===== config.mk =====
export PLATFORM = sky130hd
export DESIGN_NAME = signed_integer_radix_formatter
export DESIGN_NICKNAME = d
export VERILOG_FILES = /design/src/sv/sirf_pkg.sv /design/src/sv/signed_integer_radix_formatter.sv
export SDC_FILE = /design/constraint.sdc
export NUM_CORES = 1
export LEC_CHECK = 0
export BUFFER_PORTS_ARGS = -buffer_cell sky130_fd_sc_hd__buf_2
export CORE_MARGIN = 4
export CORE_UTILIZATION = 30
export DETAILED_ROUTE_END_ITERATION = 6
export PLACE_DENSITY_LB_ADDON = 0.08
export SLEW_MARGIN = 25
export SYNTH_ARGS = -nofsm -noshare
export SYNTH_HDL_FRONTEND = slang
export SYNTH_SLANG_ARGS = --single-unit

===== constraint.sdc =====
create_clock -name clk -period 30.8 [get_ports clk]
set_input_delay 4.62 -clock clk [delete_from_list [all_inputs] [get_ports clk]]
set_output_delay 4.62 -clock clk [all_outputs]
set_load 0.005 [all_outputs]

===== src/sv/sirf_pkg.sv =====
`timescale 1ns / 1ps

package sirf_pkg;

  localparam int MAX_RADIX  = 16;
  localparam int MAX_DIGITS = 32;
  localparam int NUM_SYMS   = 16;
  localparam int WORD_W     = 32;
  localparam int DIGIT_W    = 4;
  localparam int CHAR_W     = 8;
  localparam int RADIX_W    = 5;
  localparam int CFG_W      = 64;
  localparam int IDX_W      = 2;
  localparam int CNT_W      = 6;
  localparam int POS_W      = 5;
  localparam int STEP_BITS  = 8;
  localparam int PHASES     = WORD_W / STEP_BITS;
  localparam int PHASE_W    = 2;

  localparam logic [CHAR_W-1:0] CHAR_PLUS  = 8'h2B;
  localparam logic [CHAR_W-1:0] CHAR_MINUS = 8'h2D;

  localparam logic [IDX_W-1:0] REG_RADIX        = 2'd0;
  localparam logic [IDX_W-1:0] REG_SYMBOLS_LOW  = 2'd1;
  localparam logic [IDX_W-1:0] REG_SYMBOLS_HIGH = 2'd2;

  typedef enum logic [2:0] {
    ST_IDLE,
    ST_CHECK,
    ST_DIVIDE,
    ST_SIGN,
    ST_EMIT
  } sirf_state_t;

endpackage


===== src/sv/signed_integer_radix_formatter.sv =====
`timescale 1ns / 1ps
// Signed integer radix formatter.
// Load radix and the sixteen digit symbols through the cfg_ write port while
// the block is idle (cfg_index 0 radix, 1 symbols 0..7, 2 symbols 8..15).
// A number is taken at a clock edge with start high and busy low. Its text
// leaves on out_character, one byte per cycle, each marked by out_valid;
// out_last flags the final byte. A negative number gives '-' first.
// An invalid base (radix below 2 or above 16, a sign among the symbols in
// use, or two equal symbols in use) produces no beats at all.
// The base is checked first, then a long division by the radix
// retires 8 dividend bits per cycle in a shared unit of eight 5-bit steps,
// so a digit is done once the whole 32-bit quotient has passed through.
// The first byte shows once every digit is stored, and the bytes then
// stream back to back. busy stays high through the last beat and drops
// the cycle after, so a new number is taken only once the whole text,
// and its minus sign if any, has left.
// An invalid base returns the block to idle straight after the check.
// The receiver cannot stall; every beat is valid for exactly one cycle.
// Reset (synchronous, rst_n low) zeroes out_valid, radix and the symbols and
// returns the sequencer to idle; the digit store and datapath are not reset.
module signed_integer_radix_formatter (
  input  logic                               clk,
  input  logic                               rst_n,
  input  logic                               start,
  output logic                               busy,
  input  logic signed [sirf_pkg::WORD_W-1:0] in_number,
  output logic                               out_valid,
  output logic [sirf_pkg::CHAR_W-1:0]        out_character,
  output logic                               out_last,
  input  logic                               cfg_we,
  input  logic [sirf_pkg::IDX_W-1:0]         cfg_index,
  input  logic [sirf_pkg::CFG_W-1:0]         cfg_wdata
);

  sirf_pkg::sirf_state_t state_r, state_nxt;

  logic [sirf_pkg::RADIX_W-1:0] radix_r;
  logic [sirf_pkg::CFG_W-1:0]   sym_lo_r;
  logic [sirf_pkg::CFG_W-1:0]   sym_hi_r;

  logic                         neg_r, neg_nxt;
  logic [sirf_pkg::WORD_W-1:0]  quo_r, quo_nxt;
  logic [sirf_pkg::DIGIT_W-1:0] rem_r, rem_nxt;
  logic [sirf_pkg::PHASE_W-1:0] phase_r, phase_nxt;
  logic [sirf_pkg::CNT_W-1:0]   cnt_r, cnt_nxt;
  logic [sirf_pkg::DIGIT_W-1:0] dig_r [sirf_pkg::MAX_DIGITS];
  logic                         dig_we;

  logic                         out_valid_r, out_valid_nxt;
  logic [sirf_pkg::CHAR_W-1:0]  out_char_r, out_char_nxt;
  logic                         out_last_r, out_last_nxt;

  logic [2*sirf_pkg::CFG_W-1:0] sym_all;
  logic                         base_ok;
  logic [sirf_pkg::WORD_W-1:0]  quo_step;
  logic [sirf_pkg::DIGIT_W-1:0] rem_step;
  logic [sirf_pkg::CNT_W-1:0]   emit_pos;
  logic [sirf_pkg::DIGIT_W-1:0] emit_dig;

  assign sym_all  = {sym_hi_r, sym_lo_r};
  assign emit_pos = cnt_r - sirf_pkg::CNT_W'(1);
  assign emit_dig = dig_r[emit_pos[sirf_pkg::POS_W-1:0]];

  // Base check: radix range, and every symbol in use against the signs and pairwise, in parallel.
  always_comb begin
    logic bad;
    bad = (radix_r < sirf_pkg::RADIX_W'(2)) ||
          (radix_r > sirf_pkg::RADIX_W'(sirf_pkg::MAX_RADIX));
    for (int i = 0; i < sirf_pkg::NUM_SYMS; i++) begin
      if (sirf_pkg::RADIX_W'(i) < radix_r) begin
        if ((sym_all[8*i +: 8] == sirf_pkg::CHAR_PLUS) ||
            (sym_all[8*i +: 8] == sirf_pkg::CHAR_MINUS)) begin
          bad = 1'b1;
        end
      end
      for (int j = i + 1; j < sirf_pkg::NUM_SYMS; j++) begin
        if ((sirf_pkg::RADIX_W'(j) < radix_r) &&
            (sym_all[8*i +: 8] == sym_all[8*j +: 8])) begin
          bad = 1'b1;
        end
      end
    end
    base_ok = !bad;
  end

  // Shared divide unit: eight restoring steps on a 5-bit partial remainder.
  always_comb begin
    logic [sirf_pkg::RADIX_W-1:0] t;
    logic [sirf_pkg::WORD_W-1:0]  q;
    logic [sirf_pkg::DIGIT_W-1:0] r;
    q = quo_r;
    r = rem_r;
    for (int k = 0; k < sirf_pkg::STEP_BITS; k++) begin
      t = {r, q[sirf_pkg::WORD_W-1]};
      q = {q[sirf_pkg::WORD_W-2:0], 1'b0};
      if (t >= radix_r) begin
        t    = t - radix_r;
        q[0] = 1'b1;
      end
      r = t[sirf_pkg::DIGIT_W-1:0];
    end
    quo_step = q;
    rem_step = r;
  end

  always_comb begin
    state_nxt     = state_r;
    neg_nxt       = neg_r;
    quo_nxt       = quo_r;
    rem_nxt       = rem_r;
    phase_nxt     = phase_r;
    cnt_nxt       = cnt_r;
    dig_we        = 1'b0;
    out_valid_nxt = 1'b0;
    out_char_nxt  = out_char_r;
    out_last_nxt  = out_last_r;
    case (state_r)
      sirf_pkg::ST_IDLE: begin
        // hold off while the last beat of the previous text is out
        if (start && !busy) begin
          neg_nxt   = in_number[sirf_pkg::WORD_W-1];
          quo_nxt   = in_number[sirf_pkg::WORD_W-1] ?
                      (~in_number + sirf_pkg::WORD_W'(1)) : in_number;
          state_nxt = sirf_pkg::ST_CHECK;
        end
      end
      sirf_pkg::ST_CHECK: begin
        rem_nxt   = '0;
        phase_nxt = '0;
        cnt_nxt   = '0;
        state_nxt = base_ok ? sirf_pkg::ST_DIVIDE : sirf_pkg::ST_IDLE;
      end
      sirf_pkg::ST_DIVIDE: begin
        quo_nxt   = quo_step;
        rem_nxt   = rem_step;
        phase_nxt = phase_r + sirf_pkg::PHASE_W'(1);
        if (phase_r == sirf_pkg::PHASE_W'(sirf_pkg::PHASES - 1)) begin
          // Digit done: store it, restart on the quotient or drain.
          dig_we  = 1'b1;
          cnt_nxt = cnt_r + sirf_pkg::CNT_W'(1);
          rem_nxt = '0;
          if (quo_step == '0) begin
            state_nxt = neg_r ? sirf_pkg::ST_SIGN : sirf_pkg::ST_EMIT;
          end
        end
      end
      sirf_pkg::ST_SIGN: begin
        out_valid_nxt = 1'b1;
        out_char_nxt  = sirf_pkg::CHAR_MINUS;
        out_last_nxt  = 1'b0;
        state_nxt     = sirf_pkg::ST_EMIT;
      end
      sirf_pkg::ST_EMIT: begin
        out_valid_nxt = 1'b1;
        out_char_nxt  = sym_all[{emit_dig, 3'b000} +: 8];
        out_last_nxt  = (emit_pos == '0);
        cnt_nxt       = emit_pos;
        if (emit_pos == '0) begin
          state_nxt = sirf_pkg::ST_IDLE;
        end
      end
      default: begin
        state_nxt = sirf_pkg::ST_IDLE;
      end
    endcase
  end

  always_ff @(posedge clk) begin
    if (!rst_n) begin
      state_r     <= sirf_pkg::ST_IDLE;
      out_valid_r <= 1'b0;
      radix_r     <= '0;
      sym_lo_r    <= '0;
      sym_hi_r    <= '0;
    end else begin
      state_r     <= state_nxt;
      out_valid_r <= out_valid_nxt;
      if (cfg_we) begin
        case (cfg_index)
          sirf_pkg::REG_RADIX:        radix_r  <= cfg_wdata[sirf_pkg::RADIX_W-1:0];
          sirf_pkg::REG_SYMBOLS_LOW:  sym_lo_r <= cfg_wdata;
          sirf_pkg::REG_SYMBOLS_HIGH: sym_hi_r <= cfg_wdata;
          default: begin
          end
        endcase
      end
    end
  end

  always_ff @(posedge clk) begin
    neg_r      <= neg_nxt;
    quo_r      <= quo_nxt;
    rem_r      <= rem_nxt;
    phase_r    <= phase_nxt;
    cnt_r      <= cnt_nxt;
    out_char_r <= out_char_nxt;
    out_last_r <= out_last_nxt;
    if (dig_we) begin
      dig_r[cnt_r[sirf_pkg::POS_W-1:0]] <= rem_step;
    end
  end

  assign busy          = (state_r != sirf_pkg::ST_IDLE) || out_valid_r;
  assign out_valid     = out_valid_r;
  assign out_character = out_char_r;
  assign out_last      = out_last_r;

endmodule


* Yosys cells after proc, flatten, opt, wreduce, memory -nomap -nowiden
Memory sizes are Yosys's and may differ from the RTL's.
Index checks and enable logic that the tools add are counted.
** Word-level totals
- Input port bits :: 102
- Bits in writable memories :: 128
- Bits in registers :: 191
- Output and inout bits :: 11
- Memories kept :: 1
- Word-level logic and storage cells :: 563
** Memory list
- dig_r :: depth 32, width 4, read ports 1, clocked after memory_dff 0, wr ports 1, line signed_integer_radix_formatter.sv:46 : logic [sirf_pkg::DIGIT_W-1:0] dig_r [sirf_pkg::MAX_DIGITS];
** Operators by class
- Bitwise logic cells :: 1
- Reductions and logical operators :: 157
- Multiplexer cells :: 190
- $lt $le $gt $ge :: 26
- Shifts and indexed selects :: 1
- Equality and inequality tests :: 163
- Add/subtract/negate cells :: 12
** Operators with widths (count)
- equality test 8 bit :: 120
- equality test 8 x 6 -> 1 bit (second input constant) :: 32
- two-way mux 1 bit :: 165
- indexed part select 128 x 8 -> 8 bit :: 1
- logical AND 1 bit :: 121
- two-way mux 32 bit :: 2
- case mux 32 bit (2 select lines) :: 1
- >= comparator 5 bit :: 8
- less-than comparator 4 x 5 -> 1 bit (first input constant) :: 8
- two-way mux 4 bit :: 9
- adder 32 x 2 -> 32 bit (second input constant) :: 1
- logical NOT 32 bit :: 1
- inverter 32 bit :: 1
- subtractor 4 bit :: 8
- less-than comparator 3 x 5 -> 1 bit (first input constant) :: 4
- logical OR 1 bit :: 18
- case mux 6 bit (3 select lines) :: 1
- case mux 8 bit (2 select lines) :: 1
- two-way mux 3 bit :: 5
- case mux 3 bit (5 select lines) :: 1
- AND reduction 2 bit :: 6
- less-than comparator 1 x 5 -> 1 bit (first input constant) :: 2
- less-than comparator 2 x 5 -> 1 bit (first input constant) :: 2
- inequality test 2 bit (second input constant) :: 4
- other kinds (23) :: 28

* Logic depth before layout (Yosys ltp)
- Depth in word-level cells :: 156
- Depth in mapped cells :: 62
- Gate-level depth less buffers :: 58

* Worst setup path after synthesis
OpenSTA, ideal clock, no wires.
- Path type :: register -> register
- Start :: reg radix_r[1] (netlist bit)
- End :: reg rem_r[1] (netlist bit) (data pin)
- Cell stages (with the launch flop) :: 59
- Setup time :: 160 ps
- Buffers on the path :: 5
- Clock period less this slack :: 13137 ps
- Setup slack :: 17663 ps
- Data required time :: 30640 ps
- Data arrival time :: 12977 ps
- Cells stage by stage :: dfxtp_1 > clkbuf_1 > inv_1 > ha_1 > a21o_1 > a21o_1 > a21o_1 > a21o_1 > clkbuf_1 > mux2i_1 > ha_1 > a21o_1 > a21o_1 > a21o_1 > a21o_1 > mux2i_1 > ha_1 > a21o_1 > [... 23 more ...] > o21ai_0 > inv_1 > ha_1 > nor2b_1 > o21ai_0 > a31oi_1 > o21ai_0 > nand2b_1 > clkbuf_1 > o21ai_0 > inv_1 > ha_1 > a21o_1 > a21o_1 > a21o_1 > a21oi_1 > mux2i_1 > nor3b_1
** Between the ends
- Cells in the longest elaborated chain, start to end :: 18
- Elaborated cells on any way between the ends :: 26
- Those cells by class :: add/sub (8); order compare (8); mux (10)
** RTL lines
- start: declaration :: line signed_integer_radix_formatter.sv:37 : logic [sirf_pkg::RADIX_W-1:0] radix_r;
- start signal: assignment :: line signed_integer_radix_formatter.sv:180 : sirf_pkg::REG_RADIX: radix_r <= cfg_wdata[sirf_pkg::RADIX_W-1:0];
- subtractor 4 bit or >= comparator 5 bit (tied branches) :: line signed_integer_radix_formatter.sv:97, signed_integer_radix_formatter.sv:96
- two-way mux 4 bit :: line signed_integer_radix_formatter.sv:96 : if (t >= radix_r) begin
- subtractor 4 bit or >= comparator 5 bit (tied branches) :: line signed_integer_radix_formatter.sv:97, signed_integer_radix_formatter.sv:96
- two-way mux 4 bit :: line signed_integer_radix_formatter.sv:96
- subtractor 4 bit or >= comparator 5 bit (tied branches) :: line signed_integer_radix_formatter.sv:97, signed_integer_radix_formatter.sv:96
- two-way mux 4 bit :: line signed_integer_radix_formatter.sv:96
- >= comparator 5 bit or subtractor 4 bit (tied branches) :: line signed_integer_radix_formatter.sv:96, signed_integer_radix_formatter.sv:97
- two-way mux 4 bit :: line signed_integer_radix_formatter.sv:96
- [... 3 more ...]
- two-way mux 4 bit :: line signed_integer_radix_formatter.sv:96
- >= comparator 5 bit or subtractor 4 bit (tied branches) :: line signed_integer_radix_formatter.sv:96, signed_integer_radix_formatter.sv:97
- two-way mux 4 bit :: line signed_integer_radix_formatter.sv:96
- subtractor 4 bit or >= comparator 5 bit (tied branches) :: line signed_integer_radix_formatter.sv:97, signed_integer_radix_formatter.sv:96
- two-way mux 4 bit (*) :: line signed_integer_radix_formatter.sv:96
- net rem_step (one bit) :: line signed_integer_radix_formatter.sv:56 : logic [sirf_pkg::DIGIT_W-1:0] rem_step;
- two-way mux 4 bit (*) :: line signed_integer_radix_formatter.sv:137 : if (phase_r == sirf_pkg::PHASE_W'(sirf_pkg::PHASES - 1)) begin
- case mux 4 bit (2 select lines) (*) :: line signed_integer_radix_formatter.sv:117 : case (state_r)
- end signal: assignment :: line signed_integer_radix_formatter.sv:193 : rem_r <= rem_nxt;
- end: declaration :: line signed_integer_radix_formatter.sv:43 : logic [sirf_pkg::DIGIT_W-1:0] rem_r, rem_nxt;
The timed path passes the listed nets; every way through them passes the cells marked *.
A chain may end at the register's enable or synchronous reset.

* Worst setup path in the final report
- Start :: reg radix_r[1] (netlist bit)
- End :: reg rem_r[3] (netlist bit) (data pin)
The elaborated chain is that of the path after synthesis.

==> reports/metrics.sh <==
TOP_PORTS=113
FP.DIEAREA_MM2=0.0998
YS_TYPES=66
REG2REG_FROM='radix_r[1]'
FF2FF_SETUP_SLACK_PS=16760
HPWLAFTERDP_MM=81.1
PLACE.PORT_BUFFERS=112
PIN_COUNT_OF_THE_BIGGEST_NET_ENTERING_GLOBAL_ROUTING=80
HOLD_DEPTH=2
TIMING.SLEW.HEADROOM=0.240
GRT_USAGE=0.248
ROUTED_WIRELENGTH_MM=127
CLKLATENCYLATEPIN_PS=620
YS_ASYNC_SR_FRACTION=0
SINKS_ON_CLOCK_NET=319
WORST_IR_DROP_VDD_mV=0.566
ROUTED-VIA-COUNT=24800
DIEWIDTH_UM=316
END_KIND='flip-flop'
SYNTHFLOPTYPE='sky130_fd_sc_hd__edfxtp_1'
CTS_TREE='yes'
WORSTPATHARRIVAL_PS=14390
CELLLEAKAGEPOWER_uW=0.0126
CTS.CLK_SLEW.WORST_PATHS_PS=50
WORSTHOLDENDPOINT='sym_hi_r[39]'
ROUTE.DETAILED.WL_PER_INST_UM=28.5
PATH_CLASS='reg -> reg'
CRIT_FANOUT=33
REG2REG_DEPTH=54
CTS_RESIZED=0
DETAIL_ROUTE.VIAS_PER_CELL=5.57
REMAINING_DRC_ERRORS=0
POSTLAYOUTCELLAREA_MM2=0.0317
CPPEAKSTAGEDELAY_PS=660
WORST_PIN_SLEW_PS=1130
MAX_FREQ_GHz=0.0712
DRT_FIRST_ITER_VIOLATIONS=2651
CRITICAL_PATH.STARTPOINT_TYPE='flip-flop'
MULTIINPUTGATEAREA_MM2=0.0188
FINALHOLDVIOLCOUNT=0
CTSLONGESTPATHBUFFERS=3
ANTENNA_CELLS=0
FINAL_PERIOD_MINUS_WORST_SETUP_SLACK_PS=14040
R2R-END='rem_r[3]'
ANT_NETS=0
CRITICAL_PATH.MOST_COMMON_CELL='sky130_fd_sc_hd__a21o_1'
SKEW_PS=31.8
AREAGROWTHSYNTHTOFINISH_PCT=11.5
MAPPEDNETLISTAREA_MM2=0.0285
MAX_CAP_CHECK_VIOLATION_COUNT=0
POST_CTS_BUFFERS=0
PLACE.GP.CONGESTION=0.940
FIRST_GLOBAL_VIAS=24400
RUN_STATUS='finished, final reports clean'
DETAIL_ROUTE.FIRST_PASS.ITERATIONS=7
POST_SYNTH.CELL_AREA_AVG_UM2=8.87
PRE_CTS_WS_PS=16010
CLOCK_TREE.HTREE_LEVEL_COUNT=2
DRIVE_ABOVE_1_SHARE=0.133
HOLDBUFCOUNTCTS=0
CP_DATA_REQUIRED_TIME_PS=31150
SETUP_TOTAL_NEGATIVE_SLACK_PS=0
CRITICAL_PATH.SLOWEST_CELL='sky130_fd_sc_hd__mux2_2'
POST-ROUTE-WORST-SETUP-SLACK_PS=16760
FILL_CELL_INSTANCE_COUNT_OF_THE_FINAL_LAYOUT=9652
SYNTH_EDF_COUNT=182
MAPPEDNETLISTNETS=3365
SETUP-VIOLATIONS-FINAL=0
CTSROOTBUFFERMASTER='sky130_fd_sc_hd__clkbuf_16'
SYNTH_SEQUENTIAL_AREA_RATIO=0.288
DETAILED_PLACE.AREA_MM2=0.0304
NUM_ROWS=112
HOLD_PATH.STARTPOINT='sym_hi_r[39]'
INITIAL_CORE_UTIL=0.304
FIRST_PASS_GRT_WIRE_LENGTH_MM=181
GLOBALROUTEOVERFLOWTOTAL=0
DIE_H_UM=316
RSZ0062_AT_GRT='false'
SYNTH_CELLS=3207
GRT_ANTENNA_BEFORE_REPAIR=7
SEQCELLAREA_MM2=0.00821
MIN_PATH_TYPE='reg -> reg'
POWER_DENSITY_mW_PER_MM2=145
FINAL-MAX-SLEW-VIOLATION-COUNT=0
FINAL_MIN_PERIOD_OVER_CLOCK_PERIOD=0.456
CTS-BUFFERS-INSERTED=41
WARNING_COUNT_FROM_THE_YOSYS_RUN=0
SYNTH-SEQ-CELLS=319
CORE_AREA_MM2=0.0937
NETS=3314
-- power breakdown --
| group | leakage [uW] | switching, uW | internal [uW] |
|---|---|---|---|
| registers | 0.00278 | 10.6 | 1590 |
| clock network | 0.000646 | 202 | 281 |
| logic | 0.00917 | 1790 | 725 |
| total | 0.0126 | 2000 | 2600 |
-- final cells by class --
type,instances,share of cell area
clock buffers,58,0.0353
clock inverters,17,0.00667
inverters,36,0.00426
multi-input cells,2499,0.593
flip-flops and latches,319,0.259
well taps,1254,0.0495
repair buffers,259,0.0528
-- synthesized netlist by cell type (3+ instances only) --
| master | count | share of area |
|---|---|---|
| sky130_fd_sc_hd__nand3b_1 | 6 | 0.0016 |
| sky130_fd_sc_hd__nor3_1 | 40 | 0.0070 |
| sky130_fd_sc_hd__nor2b_1 | 12 | 0.0026 |
| sky130_fd_sc_hd__mux4_2 | 34 | 0.027 |
| sky130_fd_sc_hd__or3b_2 | 3 | 0.00092 |
| sky130_fd_sc_hd__nor4b_1 | 8 | 0.0025 |
| sky130_fd_sc_hd__nand4b_1 | 9 | 0.0028 |
| sky130_fd_sc_hd__o21ai_0 | 61 | 0.011 |
| sky130_fd_sc_hd__mux2_2 | 43 | 0.017 |
| sky130_fd_sc_hd__nand2_1 | 343 | 0.045 |
| sky130_fd_sc_hd__dfxtp_1 | 137 | 0.096 |
| sky130_fd_sc_hd__buf_2 | 8 | 0.0014 |
| sky130_fd_sc_hd__and2_1 | 5 | 0.0011 |
| sky130_fd_sc_hd__o21ai_1 | 7 | 0.0012 |
| sky130_fd_sc_hd__inv_1 | 35 | 0.0046 |
| sky130_fd_sc_hd__nor2_1 | 97 | 0.013 |
| sky130_fd_sc_hd__or2_2 | 5 | 0.0011 |
| sky130_fd_sc_hd__nor3b_1 | 5 | 0.0013 |
| sky130_fd_sc_hd__or4_1 | 8 | 0.0021 |
| sky130_fd_sc_hd__xnor2_1 | 565 | 0.17 |
| sky130_fd_sc_hd__nand4_1 | 157 | 0.035 |
| sky130_fd_sc_hd__o31ai_1 | 11 | 0.0029 |
| sky130_fd_sc_hd__a22oi_1 | 9 | 0.0024 |
| sky130_fd_sc_hd__nand2b_1 | 17 | 0.0037 |
| sky130_fd_sc_hd__buf_4 | 4 | 0.0011 |
| sky130_fd_sc_hd__ha_1 | 48 | 0.021 |
| sky130_fd_sc_hd__o41ai_1 | 5 | 0.0015 |
| sky130_fd_sc_hd__xor2_1 | 463 | 0.14 |
| sky130_fd_sc_hd__edfxtp_1 | 182 | 0.19 |
| sky130_fd_sc_hd__clkbuf_1 | 245 | 0.032 |
| sky130_fd_sc_hd__o2111ai_1 | 3 | 0.00092 |
| sky130_fd_sc_hd__nand3_1 | 33 | 0.0058 |
| sky130_fd_sc_hd__fa_1 | 8 | 0.0056 |
| sky130_fd_sc_hd__o22ai_1 | 15 | 0.0033 |
| sky130_fd_sc_hd__buf_1 | 91 | 0.012 |
| sky130_fd_sc_hd__a21oi_1 | 51 | 0.0090 |
| sky130_fd_sc_hd__a21o_1 | 35 | 0.0092 |
| sky130_fd_sc_hd__a211oi_1 | 18 | 0.0047 |
| sky130_fd_sc_hd__a21boi_0 | 129 | 0.034 |
| sky130_fd_sc_hd__buf_6 | 5 | 0.0020 |
| sky130_fd_sc_hd__nor4_1 | 124 | 0.027 |
| sky130_fd_sc_hd__a31oi_1 | 23 | 0.0051 |
| sky130_fd_sc_hd__or3_1 | 5 | 0.0011 |
| sky130_fd_sc_hd__mux2i_1 | 65 | 0.023 |
-- layout by cell type, fill, tap and decap left out, types with 34 or more instances in the layout --
master                      instances
sky130_fd_sc_hd__dfxtp_1          133
sky130_fd_sc_hd__nand4_1          157
sky130_fd_sc_hd__o21ai_0           59
sky130_fd_sc_hd__xnor2_1          565
sky130_fd_sc_hd__ha_1              47
sky130_fd_sc_hd__a21o_1            35
sky130_fd_sc_hd__xor2_1           463
sky130_fd_sc_hd__buf_2            111
sky130_fd_sc_hd__edfxtp_1         182
sky130_fd_sc_hd__nor4_1           123
sky130_fd_sc_hd__mux2i_1           63
sky130_fd_sc_hd__a21boi_0         129
sky130_fd_sc_hd__nor3_1            40
sky130_fd_sc_hd__nor2_1            95
sky130_fd_sc_hd__a21oi_1           49
sky130_fd_sc_hd__clkbuf_16         41
sky130_fd_sc_hd__nand2_1          343
sky130_fd_sc_hd__inv_1             35
sky130_fd_sc_hd__mux2_2            43
sky130_fd_sc_hd__buf_4            147
sky130_fd_sc_hd__mux4_2            34
-- worst max path at each step --
stage / cells after the start / endpoint / slack [ps] / startpoint
CTS: 54 / rem_r[1] / 16010 / radix_r[1]
global placement: 54 / rem_r[1] / 16440 / radix_r[1]
finish: 54 / rem_r[3] / 16760 / radix_r[1]
detailed placement: 54 / rem_r[1] / 16010 / radix_r[1]
global route: 54 / rem_r[3] / 15600 / radix_r[1]
floorplan: 58 / rem_r[1] / 17660 / radix_r[1]
-- per-layer routing --
layer,vias up,track usage,wire (um),part of all wire
met5,-,0,12,0.000095
met4,2,0.0869,4570,0.036
met3,266,0.0456,10100,0.080
met2,1155,0.394,56700,0.45
met1,12400,0.338,55300,0.44
li1,10900,-,-,-
-- flip-flops by register name, summed over array words and instances, names as in the netlist, 2 cells and up --
register,cells
out_character,8
rem_r,4
quo_r,32
radix_r,5
state_r,3
sym_lo_r,64
sym_hi_r,64
phase_r,2
cnt_r,6
dig_r,128
-- worst max-delay path: cells and delay by family, from the launching register on --
family / cells / cell delay, ps
buf+inv: 4 / 890
compound gates: 34 / 7470
fa+ha+maj: 8 / 2580
mux: 5 / 1880
flops: 1 / 300
simple gates: 3 / 620
-- logic make-up after synthesis --
logic type                 Yosys count  synth area share
AOI/OAI and AO/OA                  387            0.0911
adders and majority gates           56            0.0267
DFF                                319             0.288
muxes                              143            0.0676
and+or+nand+nor                    884             0.156
buffers and inverters              389            0.0535
xor gates and xnor gates          1029             0.317
-- metrics by stage --
stage	instances	hold WS [ps]	total power [uW]	util
final	4442	469	4600	0.338
after global routing	4442	500	4940	0.338
after CTS	4441	470	4600	0.338
after detailed placement	4366	463	4100	0.324
after global placement	4366	453	3990	0.324
after floorplan	3207	522	3090	-
(Power assumes the default switching activity.)
